`config.mk`:
```
export PLATFORM = sky130hd
export DESIGN_NAME = matrix_multiply
export DESIGN_NICKNAME = d
export VERILOG_FILES = /design/src/sv/mm_pkg.sv /design/src/sv/matrix_multiply.sv /design/src/sv/mm_fifo.sv /design/src/sv/mm_front.sv /design/src/sv/mm_back.sv
export SDC_FILE = /design/constraint.sdc
export NUM_CORES = 2
export LEC_CHECK = 0
export ABC_CLOCK_PERIOD_IN_PS = 12050
export BUFFER_PORTS_ARGS = -buffer_cell sky130_fd_sc_hd__buf_4
export CAP_MARGIN = 20
export CORE_ASPECT_RATIO = 0.7
export CORE_MARGIN = 2
export CORE_UTILIZATION = 60
export DETAILED_ROUTE_END_ITERATION = 10
export PLACE_DENSITY = 0.76
export SLEW_MARGIN = 10
export SYNTH_ARGS = -nofsm -noshare
export SYNTH_HDL_FRONTEND = slang
export SYNTH_HIERARCHICAL = 1
export SYNTH_SLANG_ARGS = --single-unit
```
`constraint.sdc`:
```
create_clock -name clk -period 12.05 [get_ports clk]
set_input_delay 0.6025 -clock clk [delete_from_list [all_inputs] [get_ports clk]]
set_output_delay 0.6025 -clock clk [all_outputs]
set_load 0.1 [all_outputs]
```
`src/sv/mm_pkg.sv`:
```
// ----------------------------------------------------------------------------
// mm_pkg
// shared constants and types of the matrix multiply block
// ----------------------------------------------------------------------------
`default_nettype none

package mm_pkg;

  localparam int DEF_MAX_DIM    = 8;
  localparam int DEF_DATA_WIDTH = 16;
  localparam int CFG_W          = 4;
  localparam int CFG_IDX_W      = 2;
  localparam int PROD_W         = 34;
  localparam int IDX_W          = 3;
  localparam int FIFO_DEPTH     = 2;

  localparam logic [CFG_W-1:0] CFG_RESET = CFG_W'(8);

  typedef enum logic [CFG_IDX_W-1:0] {
    REG_ROWS_OF_A  = 2'd0,
    REG_INNER_SIZE = 2'd1,
    REG_COLS_OF_B  = 2'd2
  } reg_idx_t;

  // effective dimensions, each 1..MAX_DIM
  typedef struct packed {
    logic [CFG_W-1:0] m;
    logic [CFG_W-1:0] n;
    logic [CFG_W-1:0] p;
  } dims_t;

endpackage

`default_nettype wire

```
`src/sv/matrix_multiply.sv`:
```
// ----------------------------------------------------------------------------
// matrix_multiply
// dense product C = A x B of signed fixed-point matrices up to MAX_DIM square
//
//   channel   handshake              payload
//   input     start / busy           element_value
//   config    cfg_we                 cfg_index, cfg_data
//   result    result_strobe          product_value, out_row, out_col, last_flag
//
// an element transfers whenever start is high and busy is low; busy is also
// high while the queue is full; the last element of B starts the
// multiply-accumulate on one multiplier, and busy stays high from that
// transfer until the cycle after the final result is on the ports, so the
// next element can transfer only once busy is low again
// a result comes at the end of each dot product and cannot be stalled
// rst is synchronous; after reset all three dimensions are 8
// ----------------------------------------------------------------------------
`default_nettype none

module matrix_multiply
  import mm_pkg::*;
#(
  parameter int MAX_DIM    = DEF_MAX_DIM,
  parameter int DATA_WIDTH = DEF_DATA_WIDTH
) (
  input  wire logic                     clk,
  input  wire logic                     rst,
  input  wire logic                     start,
  input  wire logic [DATA_WIDTH-1:0]    element_value,
  output logic                          busy,
  input  wire logic                     cfg_we,
  input  wire logic [CFG_IDX_W-1:0]     cfg_index,
  input  wire logic [CFG_W-1:0]         cfg_data,
  output logic                          result_strobe,
  output logic signed [PROD_W-1:0]      product_value,
  output logic        [IDX_W-1:0]       out_row,
  output logic        [IDX_W-1:0]       out_col,
  output logic                          last_flag
);

  localparam int AW    = (MAX_DIM > 1) ? $clog2(MAX_DIM * MAX_DIM) : 1;
  localparam int ENT_W = 2 + AW + DATA_WIDTH;

  dims_t            dims;
  logic             push;
  logic [ENT_W-1:0] push_data;
  logic             pop;
  logic [ENT_W-1:0] pop_data;
  logic             q_full;
  logic             q_empty;
  logic             done;

  mm_front #(
    .MAX_DIM    (MAX_DIM),
    .DATA_WIDTH (DATA_WIDTH),
    .AW         (AW),
    .ENT_W      (ENT_W)
  ) u_front (
    .clk           (clk),
    .rst           (rst),
    .start         (start),
    .element_value (element_value),
    .busy          (busy),
    .cfg_we        (cfg_we),
    .cfg_index     (cfg_index),
    .cfg_data      (cfg_data),
    .dims          (dims),
    .push          (push),
    .push_data     (push_data),
    .q_full        (q_full),
    .done          (done)
  );

  mm_fifo #(
    .WIDTH (ENT_W),
    .DEPTH (FIFO_DEPTH)
  ) u_fifo (
    .clk       (clk),
    .rst       (rst),
    .push      (push),
    .push_data (push_data),
    .pop       (pop),
    .pop_data  (pop_data),
    .full      (q_full),
    .empty     (q_empty)
  );

  mm_back #(
    .MAX_DIM    (MAX_DIM),
    .DATA_WIDTH (DATA_WIDTH),
    .AW         (AW),
    .ENT_W      (ENT_W)
  ) u_back (
    .clk           (clk),
    .rst           (rst),
    .dims          (dims),
    .q_empty       (q_empty),
    .q_data        (pop_data),
    .pop           (pop),
    .result_strobe (result_strobe),
    .product_value (product_value),
    .out_row       (out_row),
    .out_col       (out_col),
    .last_flag     (last_flag),
    .done          (done)
  );

endmodule

`default_nettype wire

```
`src/sv/mm_fifo.sv`:
```
// ----------------------------------------------------------------------------
// mm_fifo
// short queue between the load front end and the compute back end
// ----------------------------------------------------------------------------
`default_nettype none

module mm_fifo
  import mm_pkg::*;
#(
  parameter int WIDTH = 8,
  parameter int DEPTH = FIFO_DEPTH
) (
  input  wire logic             clk,
  input  wire logic             rst,
  input  wire logic             push,
  input  wire logic [WIDTH-1:0] push_data,
  input  wire logic             pop,
  output logic      [WIDTH-1:0] pop_data,
  output logic                  full,
  output logic                  empty
);

  localparam int PW = (DEPTH > 1) ? $clog2(DEPTH) : 1;
  localparam int CW = $clog2(DEPTH + 1);

  logic [WIDTH-1:0] slots [DEPTH];
  logic [PW-1:0]    wr_ptr;
  logic [PW-1:0]    rd_ptr;
  logic [CW-1:0]    count;

  assign full     = (count == CW'(DEPTH));
  assign empty    = (count == '0);
  assign pop_data = slots[rd_ptr];

  always_ff @(posedge clk) begin
    if (push && !full) begin
      slots[wr_ptr] <= push_data;
    end
  end

  always_ff @(posedge clk) begin
    if (rst) begin
      wr_ptr <= '0;
      rd_ptr <= '0;
      count  <= '0;
    end else begin
      if (push && !full) begin
        wr_ptr <= (wr_ptr == PW'(DEPTH - 1)) ? '0 : PW'(wr_ptr + 1'b1);
      end
      if (pop && !empty) begin
        rd_ptr <= (rd_ptr == PW'(DEPTH - 1)) ? '0 : PW'(rd_ptr + 1'b1);
      end
      count <= CW'(count + CW'(push && !full) - CW'(pop && !empty));
    end
  end

endmodule

`default_nettype wire

```
`src/sv/mm_front.sv`:
```
// ----------------------------------------------------------------------------
// mm_front
// config registers, load counting and sorting of elements into A and B
// ----------------------------------------------------------------------------
`default_nettype none

module mm_front
  import mm_pkg::*;
#(
  parameter int MAX_DIM    = DEF_MAX_DIM,
  parameter int DATA_WIDTH = DEF_DATA_WIDTH,
  parameter int AW         = 6,
  parameter int ENT_W      = 2 + AW + DATA_WIDTH
) (
  input  wire logic                  clk,
  input  wire logic                  rst,
  input  wire logic                  start,
  input  wire logic [DATA_WIDTH-1:0] element_value,
  output logic                       busy,
  input  wire logic                  cfg_we,
  input  wire logic [CFG_IDX_W-1:0]  cfg_index,
  input  wire logic [CFG_W-1:0]      cfg_data,
  output dims_t                      dims,
  output logic                       push,
  output logic      [ENT_W-1:0]      push_data,
  input  wire logic                  q_full,
  input  wire logic                  done
);

  localparam int LCW = (2 * MAX_DIM * MAX_DIM > 1) ? $clog2(2 * MAX_DIM * MAX_DIM) : 1;
  localparam int SW  = 2 * CFG_W + 1;

  logic [CFG_W-1:0] rows_of_a;
  logic [CFG_W-1:0] inner_size;
  logic [CFG_W-1:0] cols_of_b;
  logic [LCW-1:0]   load_count;
  logic             hold;

  logic [SW-1:0] a_len;
  logic [SW-1:0] total;
  logic [SW-1:0] e_ext;
  logic          is_b;
  logic          is_last;
  logic [AW-1:0] addr;
  logic          accept;

  function automatic logic [CFG_W-1:0] eff_dim(input logic [CFG_W-1:0] v);
    logic [CFG_W-1:0] r;
    if (v == '0) begin
      r = CFG_W'(1);
    end else if (v > CFG_W'(MAX_DIM)) begin
      r = CFG_W'(MAX_DIM);
    end else begin
      r = v;
    end
    return r;
  endfunction

  always_comb begin
    dims.m = eff_dim(rows_of_a);
    dims.n = eff_dim(inner_size);
    dims.p = eff_dim(cols_of_b);
  end

  assign a_len   = SW'(dims.m) * SW'(dims.n);
  assign total   = SW'(a_len + SW'(dims.n) * SW'(dims.p));
  assign e_ext   = SW'(load_count);
  assign is_b    = (e_ext >= a_len);
  assign is_last = (SW'(e_ext + 1'b1) == total);
  assign addr    = is_b ? AW'(e_ext - a_len) : AW'(e_ext);

  assign busy      = hold || q_full;
  assign accept    = start && !busy;
  assign push      = accept;
  assign push_data = {is_b, is_last, addr, element_value};

  always_ff @(posedge clk) begin
    if (rst) begin
      rows_of_a  <= CFG_RESET;
      inner_size <= CFG_RESET;
      cols_of_b  <= CFG_RESET;
      load_count <= '0;
      hold       <= 1'b0;
    end else begin
      if (done) begin
        hold <= 1'b0;
      end
      if (accept) begin
        if (is_last) begin
          load_count <= '0;
          hold       <= 1'b1;
        end else begin
          load_count <= LCW'(load_count + 1'b1);
        end
      end
      if (cfg_we) begin
        unique case (cfg_index)
          REG_ROWS_OF_A: begin
            rows_of_a  <= cfg_data;
            load_count <= '0;
          end
          REG_INNER_SIZE: begin
            inner_size <= cfg_data;
            load_count <= '0;
          end
          REG_COLS_OF_B: begin
            cols_of_b  <= cfg_data;
            load_count <= '0;
          end
          default: begin
          end
        endcase
      end
    end
  end

endmodule

`default_nettype wire

```
`src/sv/mm_back.sv`:
```
// ----------------------------------------------------------------------------
// mm_back
// element stores and the shared multiply-accumulate sequencer
// ----------------------------------------------------------------------------
`default_nettype none

module mm_back
  import mm_pkg::*;
#(
  parameter int MAX_DIM    = DEF_MAX_DIM,
  parameter int DATA_WIDTH = DEF_DATA_WIDTH,
  parameter int AW         = 6,
  parameter int ENT_W      = 2 + AW + DATA_WIDTH
) (
  input  wire logic                     clk,
  input  wire logic                     rst,
  input  wire dims_t                    dims,
  input  wire logic                     q_empty,
  input  wire logic [ENT_W-1:0]         q_data,
  output logic                          pop,
  output logic                          result_strobe,
  output logic signed [PROD_W-1:0]      product_value,
  output logic        [IDX_W-1:0]       out_row,
  output logic        [IDX_W-1:0]       out_col,
  output logic                          last_flag,
  output logic                          done
);

  localparam int DEPTH  = MAX_DIM * MAX_DIM;
  localparam int ACC_R  = 2 * DATA_WIDTH + $clog2(MAX_DIM) + 1;
  localparam int ACC_W  = (ACC_R > PROD_W + 1) ? ACC_R : PROD_W + 1;
  localparam logic signed [ACC_W-1:0] SAT_MAX =
    {{(ACC_W - PROD_W + 1){1'b0}}, {(PROD_W - 1){1'b1}}};
  localparam logic signed [ACC_W-1:0] SAT_MIN =
    {{(ACC_W - PROD_W + 1){1'b1}}, {(PROD_W - 1){1'b0}}};

  typedef enum logic [1:0] {
    S_LOAD = 2'b01,
    S_CALC = 2'b10
  } state_t;

  typedef struct packed {
    logic             valid;
    logic             first;
    logic             lastk;
    logic             lastall;
    logic [IDX_W-1:0] row;
    logic [IDX_W-1:0] col;
  } tag_t;

  logic [DATA_WIDTH-1:0] a_mem [DEPTH];
  logic [DATA_WIDTH-1:0] b_mem [DEPTH];

  state_t state;
  state_t state_next;

  logic                  e_is_b;
  logic                  e_is_last;
  logic [AW-1:0]         e_addr;
  logic [DATA_WIDTH-1:0] e_data;

  logic [IDX_W-1:0] r;
  logic [IDX_W-1:0] c;
  logic [IDX_W-1:0] k;
  logic [AW-1:0]    a_base;
  logic [AW-1:0]    b_ptr;
  logic [AW-1:0]    a_addr;
  logic             k_end;
  logic             c_end;
  logic             r_end;
  logic             issue;
  tag_t             t0;

  logic [DATA_WIDTH-1:0]         a_q;
  logic [DATA_WIDTH-1:0]         b_q;
  tag_t                          t1;
  logic signed [2*DATA_WIDTH-1:0] prod;
  tag_t                          t2;
  logic signed [ACC_W-1:0]       acc;
  logic signed [ACC_W-1:0]       acc_next;
  logic signed [ACC_W-1:0]       prod_ext;

  assign {e_is_b, e_is_last, e_addr, e_data} = q_data;

  assign pop   = (state == S_LOAD) && !q_empty;
  assign issue = (state == S_CALC);

  assign k_end  = (CFG_W'(k) == CFG_W'(dims.n - 1'b1));
  assign c_end  = (CFG_W'(c) == CFG_W'(dims.p - 1'b1));
  assign r_end  = (CFG_W'(r) == CFG_W'(dims.m - 1'b1));
  assign a_addr = AW'(a_base + AW'(k));

  always_comb begin
    t0.valid   = issue;
    t0.first   = (k == '0);
    t0.lastk   = k_end;
    t0.lastall = k_end && c_end && r_end;
    t0.row     = r;
    t0.col     = c;
  end

  always_comb begin
    state_next = state;
    unique case (state)
      S_LOAD: begin
        if (pop && e_is_last) begin
          state_next = S_CALC;
        end
      end
      S_CALC: begin
        if (k_end && c_end && r_end) begin
          state_next = S_LOAD;
        end
      end
      default: state_next = S_LOAD;
    endcase
  end

  // store writes and registered reads
  always_ff @(posedge clk) begin
    if (pop) begin
      if (e_is_b) begin
        b_mem[e_addr] <= e_data;
      end else begin
        a_mem[e_addr] <= e_data;
      end
    end
    a_q <= a_mem[a_addr];
    b_q <= b_mem[b_ptr];
  end

  // index walk over row, column and inner position
  always_ff @(posedge clk) begin
    if (state == S_LOAD) begin
      r      <= '0;
      c      <= '0;
      k      <= '0;
      a_base <= '0;
      b_ptr  <= '0;
    end else if (k_end) begin
      k <= '0;
      if (c_end) begin
        c      <= '0;
        b_ptr  <= '0;
        r      <= IDX_W'(r + 1'b1);
        a_base <= AW'(a_base + AW'(dims.n));
      end else begin
        c     <= IDX_W'(c + 1'b1);
        b_ptr <= AW'(IDX_W'(c + 1'b1));
      end
    end else begin
      k     <= IDX_W'(k + 1'b1);
      b_ptr <= AW'(b_ptr + AW'(dims.p));
    end
  end

  assign prod_ext = ACC_W'(prod);
  assign acc_next = t2.first ? prod_ext : ACC_W'(acc + prod_ext);

  always_ff @(posedge clk) begin
    prod <= $signed(a_q) * $signed(b_q);
    if (t2.valid) begin
      acc <= acc_next;
    end
    out_row   <= t2.row;
    out_col   <= t2.col;
    last_flag <= t2.lastall;
    if (acc_next > SAT_MAX) begin
      product_value <= SAT_MAX[PROD_W-1:0];
    end else if (acc_next < SAT_MIN) begin
      product_value <= SAT_MIN[PROD_W-1:0];
    end else begin
      product_value <= acc_next[PROD_W-1:0];
    end
  end

  always_ff @(posedge clk) begin
    if (rst) begin
      state         <= S_LOAD;
      t1            <= '0;
      t2            <= '0;
      result_strobe <= 1'b0;
      done          <= 1'b0;
    end else begin
      state         <= state_next;
      t1            <= t0;
      t2            <= t1;
      result_strobe <= t2.valid && t2.lastk;
      done          <= t2.valid && t2.lastk && t2.lastall;
    end
  end

endmodule

`default_nettype wire

```
# Yosys cells after proc, flatten, opt, wreduce, memory -nomap -nowiden
# Memory sizes are Yosys's and may differ from the RTL's. A register that Yosys moved wholly into a read port is not among the register bits.
# Index checks and enable logic that the tools add are counted.
# word_totals
out_inout_bits,43
n_memories,3
reg_bits,178
word_cells,135
ramBits,2096
in_bits,26
# classes
multipliers,3
add_sub_neg,18
n_mux,34
magnitude_cmp,6
reduce_logical,26
n_eq_ne,11
# memory_table
name,words,width,read_ports,rd_clocked_by_memory_dff,wr,line,source
u_back.a_mem,64,16,1,1,1,mm_back.sv:51,logic [DATA_WIDTH-1:0] a_mem [DEPTH];
u_back.b_mem,64,16,1,1,1,mm_back.sv:52,logic [DATA_WIDTH-1:0] b_mem [DEPTH];
u_fifo.slots,2,24,1,1,1,mm_fifo.sv:26,logic [WIDTH-1:0] slots [DEPTH];
# op_table
op,count
36-bit by 32-bit adder with 36-bit output,1
36-bit by 34-bit greater-than comparator with 1-bit output (second input constant),1
36-bit by 34-bit < comparator with 1-bit output (second input constant),1
36-bit 2-to-1 mux,1
34-bit 2-to-1 mux,1
16-bit by 16-bit multiplier with 32-bit output,1
7-bit 2-to-1 mux,4
4-bit 2-to-1 mux,6
4-bit by 4-bit multiplier with 8-bit output,2
1-bit 2-to-1 mux,15
6-bit by 4-bit adder with 6-bit output,2
3-bit by 4-bit == test with 1-bit output,3
4-bit greater-than comparator (second input constant),3
4-bit zero test,3
6-bit 2-to-1 mux,2
4-bit by 1-bit subtractor with 4-bit output (second input constant),3
2-bit AND reduction,5
3-bit by 1-bit adder with 3-bit output (second input constant),3
8-bit by 8-bit adder with 9-bit output,1
9-bit == test,1
1-bit logical AND,9
7-bit by 1-bit adder with 8-bit output (second input constant),1
7-bit by 8-bit >= comparator with 1-bit output,1
7-bit by 1-bit adder with 7-bit output (second input constant),1
other kinds (17),27

# Longest topological paths before layout
# depth
ltp_word,10
mapped_depth,23
mapped_depth_nobuf,22

# Hierarchy
# The synthesis kept the hierarchy.
# modules_own_cells
module,seq_area_each_um2,cells_per_inst,instances,area_per_inst_um2
mm_back,65582.9,4911,1,95740.6
mm_front,400.4,338,1,2737.6
mm_fifo,1541.5,102,1,1965.6

# Worst setup path before layout
# No wires, ideal clock.
# synth_timing
path_kind,register -> register
startpoint,"register u_back.b_q[7], read port of u_back.b_mem"
endpoint,register u_back.prod[30]
stages_incl_launch_ff,23
t_required_ns,11.955
n_path_buf,1
synth_period_minus_slack_ns,6.123
t_arrival_ns,6.027
path_slack_ns,5.927
setup_time_ns,0.095
cell_sequence,dfxtp_1 clkbuf_1 nand2_1 fa_1 inv_1 fa_1 inv_1 fa_1 inv_1 fa_1 fa_1 inv_1 fa_1 inv_1 ha_1 a21o_1 a21oi_1 o21ai_0 a221oi_4 nor3_1 or4_1 a2111o_1 o311ai_1
# synth_between
elab_chain_len,1
# synth_rtl
item,line,source
from (decl),mm_back.sv:75,logic [DATA_WIDTH-1:0] b_q;
16-bit by 16-bit multiplier with 32-bit output,mm_back.sv:161,prod <= $signed(a_q) * $signed(b_q);
to (signal assigned),mm_back.sv:161,
to (decl),mm_back.sv:77,logic signed [2*DATA_WIDTH-1:0] prod;
# No other way between the ends.
# A chain may end at the register's enable or synchronous reset.

# Final worst setup path
# layout_timing
startpoint,"register u_back.a_q[8], read port of u_back.a_mem"
endpoint,register u_back.prod[30]
# layout_between
elab_chain_len,1
# layout_rtl
item,line,source
from (decl),mm_back.sv:74,logic [DATA_WIDTH-1:0] a_q;
16-bit by 16-bit multiplier with 32-bit output,mm_back.sv:161,
# No other way between the ends.

==> impl_metrics.tcl <==
set metrics [dict create \
    cts-buffers-inserted 204 \
    dr.first_iter.drc_count 7263 \
    gp_congestion 0.916 \
    setup_viol 0 \
    num-nets-final 6055 \
    netlist.area_leader.share 0.637 \
    slew_headroom 0.209 \
    ant_nets 0 \
    cts_max_level 4 \
    vias 51900 \
    critical_path_class "flip-flop to flip-flop" \
    avgViaCountPerCell 6.51 \
    rsz0062_at_grt "no" \
    cp_num_buf_inv 3 \
    cts.clk_slew.worst_paths_ns 0.06 \
    wl_per_cell_um 30.7 \
    first_pass_iters 9 \
    cp_data_required_time_ns 12.73 \
    hold_path_class "primary input to flip-flop" \
    yosys_warnings 6 \
    post_cts_buffers 0 \
    path_cells "nand2_1, fa_1, inv_1, fa_1, fa_1, fa_1, fa_1, inv_1, fa_1, inv_1, ha_1, a21o_1, a21oi_1, o21ai_0, a221oi_4, nor3_1, or4_1, a2111o_1, o311ai_1" \
    cts_resized 0 \
    die_area_um2 171000 \
    highest_layer "met5" \
    async_reset_ff_frac 0 \
    finalClockSkew_ns 0.0672 \
    clk_path_buf_depth 3 \
    critPathTopFamily "adder cells" \
    grt_max_degree 125 \
    row_count 125 \
    worst_pin_slew_ns 1.19 \
    drt-total-wl_um 245000 \
    synth.distinct_cells 80 \
    clk_latency_ns 0.85 \
    dr_wl_met2_um 109000 \
    overflow 0 \
    drv_slew 0 \
    critPathCaptureType "flip-flop" \
    min_period_ns 6.78 \
    core_area_um2 166000 \
    post-synth-top-area-cell "edfxtp_1" \
    antenna_found_initial 25 \
    grt_pass1_vias 52100 \
    ios 69 \
    met1_length_um 96800 \
    status "finished, violations left" \
    synth_edf_count 2132 \
    yosysSeqAreaShare 0.672 \
    fmax_ghz 0.147 \
    final.setup.tns_ns 0 \
    drcViolationCount 27 \
    drive_gt1_frac 0.221 \
    layout_commonest_cell "edfxtp_1" \
    start_util 0.605 \
    cp-start-kind "flip-flop" \
    synth_ff_type "edfxtp_1" \
    critical_path_arrival_ns 7.46 \
    clock-sinks 2307 \
    syn_area_per_cell_um2 18.8 \
    dpl.hpwl_um 145000 \
    drv_cap 0 \
    ys_ff_latch 2307 \
    die_h_um 346 \
    synthToLayoutAreaGrowth_pct 10.4 \
    track_usage 0.293 \
    dr_wl_met3_um 32900 \
    ys_top_cells_by_area "edfxtp_1 64%, mux4_2 15%, fa_1 5.6%, dfxtp_1 3.5%, ha_1 2.2%" \
    syn_inst 5351 \
    cp_max_fo 16 \
    die_x_um 493 \
    cts_hold_buf 20 \
    crit_path_top_delay_cell "dfxtp_1" \
    final_cell_mix "2132 x edfxtp_1, 672 x mux4_2, 388 x inv_1" \
    hold_violations 0 \
    fin_crit_sh 0.563 \
    numPortBuffers 68 \
    cp_common_cell "fa_1" \
    cts_root_buffer "clkbuf_16" \
    critical-path-max-stage-delay_ns 0.77 \
    syn_nets 5831 \
    synth_area_um2 100000 \
    violations "design-rule violations" \
    grt_pass1_wl_um 361000 \
    cts_tree "yes" \
]
sequential cells by signal (all words and copies together), names as in the netlist, 16 cells and up, named ones only:
register,cells
u_back/acc,36
u_back/a_q,16
u_fifo/slots,48
u_back/b_q,16
u_back/product_value,34
u_back/b_mem,1024
u_back/a_mem,1024
u_back/prod,32
cell usage after synthesis, types with 4 or more instances:
cell       instances
a211o_1           10
a211oi_1          15
a21boi_0           6
a21o_1            46
a21oi_1           89
a31oi_1            5
and2_1           131
and3_1             8
buf_1             60
buf_2              6
buf_4             22
buf_6              6
clkbuf_1         159
dfxtp_1          175
edfxtp_1        2132
fa_1             280
ha_1             174
inv_1            388
mux2_2            28
mux2i_1           19
mux4_2           672
nand2_1          205
nand2b_1          16
nand3_1           25
nand3b_1           7
nand4_1           14
nor2_1           270
nor2b_1           33
nor3_1            23
nor3b_1            9
o211ai_1          11
o21a_1            21
o21ai_0           84
o21bai_1           6
o2bb2ai_1          4
o41ai_1            5
or2_2              6
or3_1              4
xnor2_1           79
xor2_1            31
final timing paths:
check / start / endpoint / slack [ns] / depth (start not counted)
worst max register to register: u_back/a_q[8] / u_back/prod[30] / 5.27 / 19
worst min-delay path: rst / flip-flop / 0.21 / 2
worst max-delay path: u_back/a_q[8] / u_back/prod[30] / 5.27 / 19
worst min register to register: u_back/t2[3] / u_back/out_row[0] / 0.33 / 0
metal layers:
metal / global-route usage / up-vias
met5: 0 / -
met4: 0.0764 / 16
met3: 0.0795 / 391
met2: 0.421 / 3424
met1: 0.449 / 26900
li1: - / 21200
per-stage QoR:
| step | util | std cells | cell area (um^2) | worst slack (ns) | hold slack, ns |
|---|---|---|---|---|---|
| 2_1_floorplan | - | 5351 | 100000 | 5.93 | 0.310 |
| 3_3_place_gp | 0.627 | 7567 | 104000 | 5.48 | 0.315 |
| 3_5_place_dp | 0.627 | 7568 | 104000 | 5.37 | 0.312 |
| 4_1_cts | 0.667 | 7961 | 111000 | 5.29 | 0.166 |
| 5_1_grt | 0.667 | 7964 | 111000 | 4.92 | 0.200 |
| 6_report | 0.667 | 7974 | 111000 | 5.27 | 0.214 |
final cells by class:
type	count	area, um^2
fill	10600	55200
clock buffer	265	5530
multi-input combinational	2401	30500
clock inverter	108	861
antenna	10	25.0
inverter	390	1460
sequential	2307	67500
timing repair buffer	271	2170
tap	2222	2780
kinds of logic after synthesis:
logic type | after synthesis | synth area share
flops | 2307 | 0.672
mux | 719 | 0.156
simple gates | 768 | 0.0360
xor+xnor | 111 | 0.00975
buf+inv | 643 | 0.0254
fa+ha+maj | 454 | 0.0775
compound gates | 349 | 0.0234
Power is left out: the tool's default activity adds up to more than one toggle a clock period on the data nets, which glitch-free logic cannot reach.
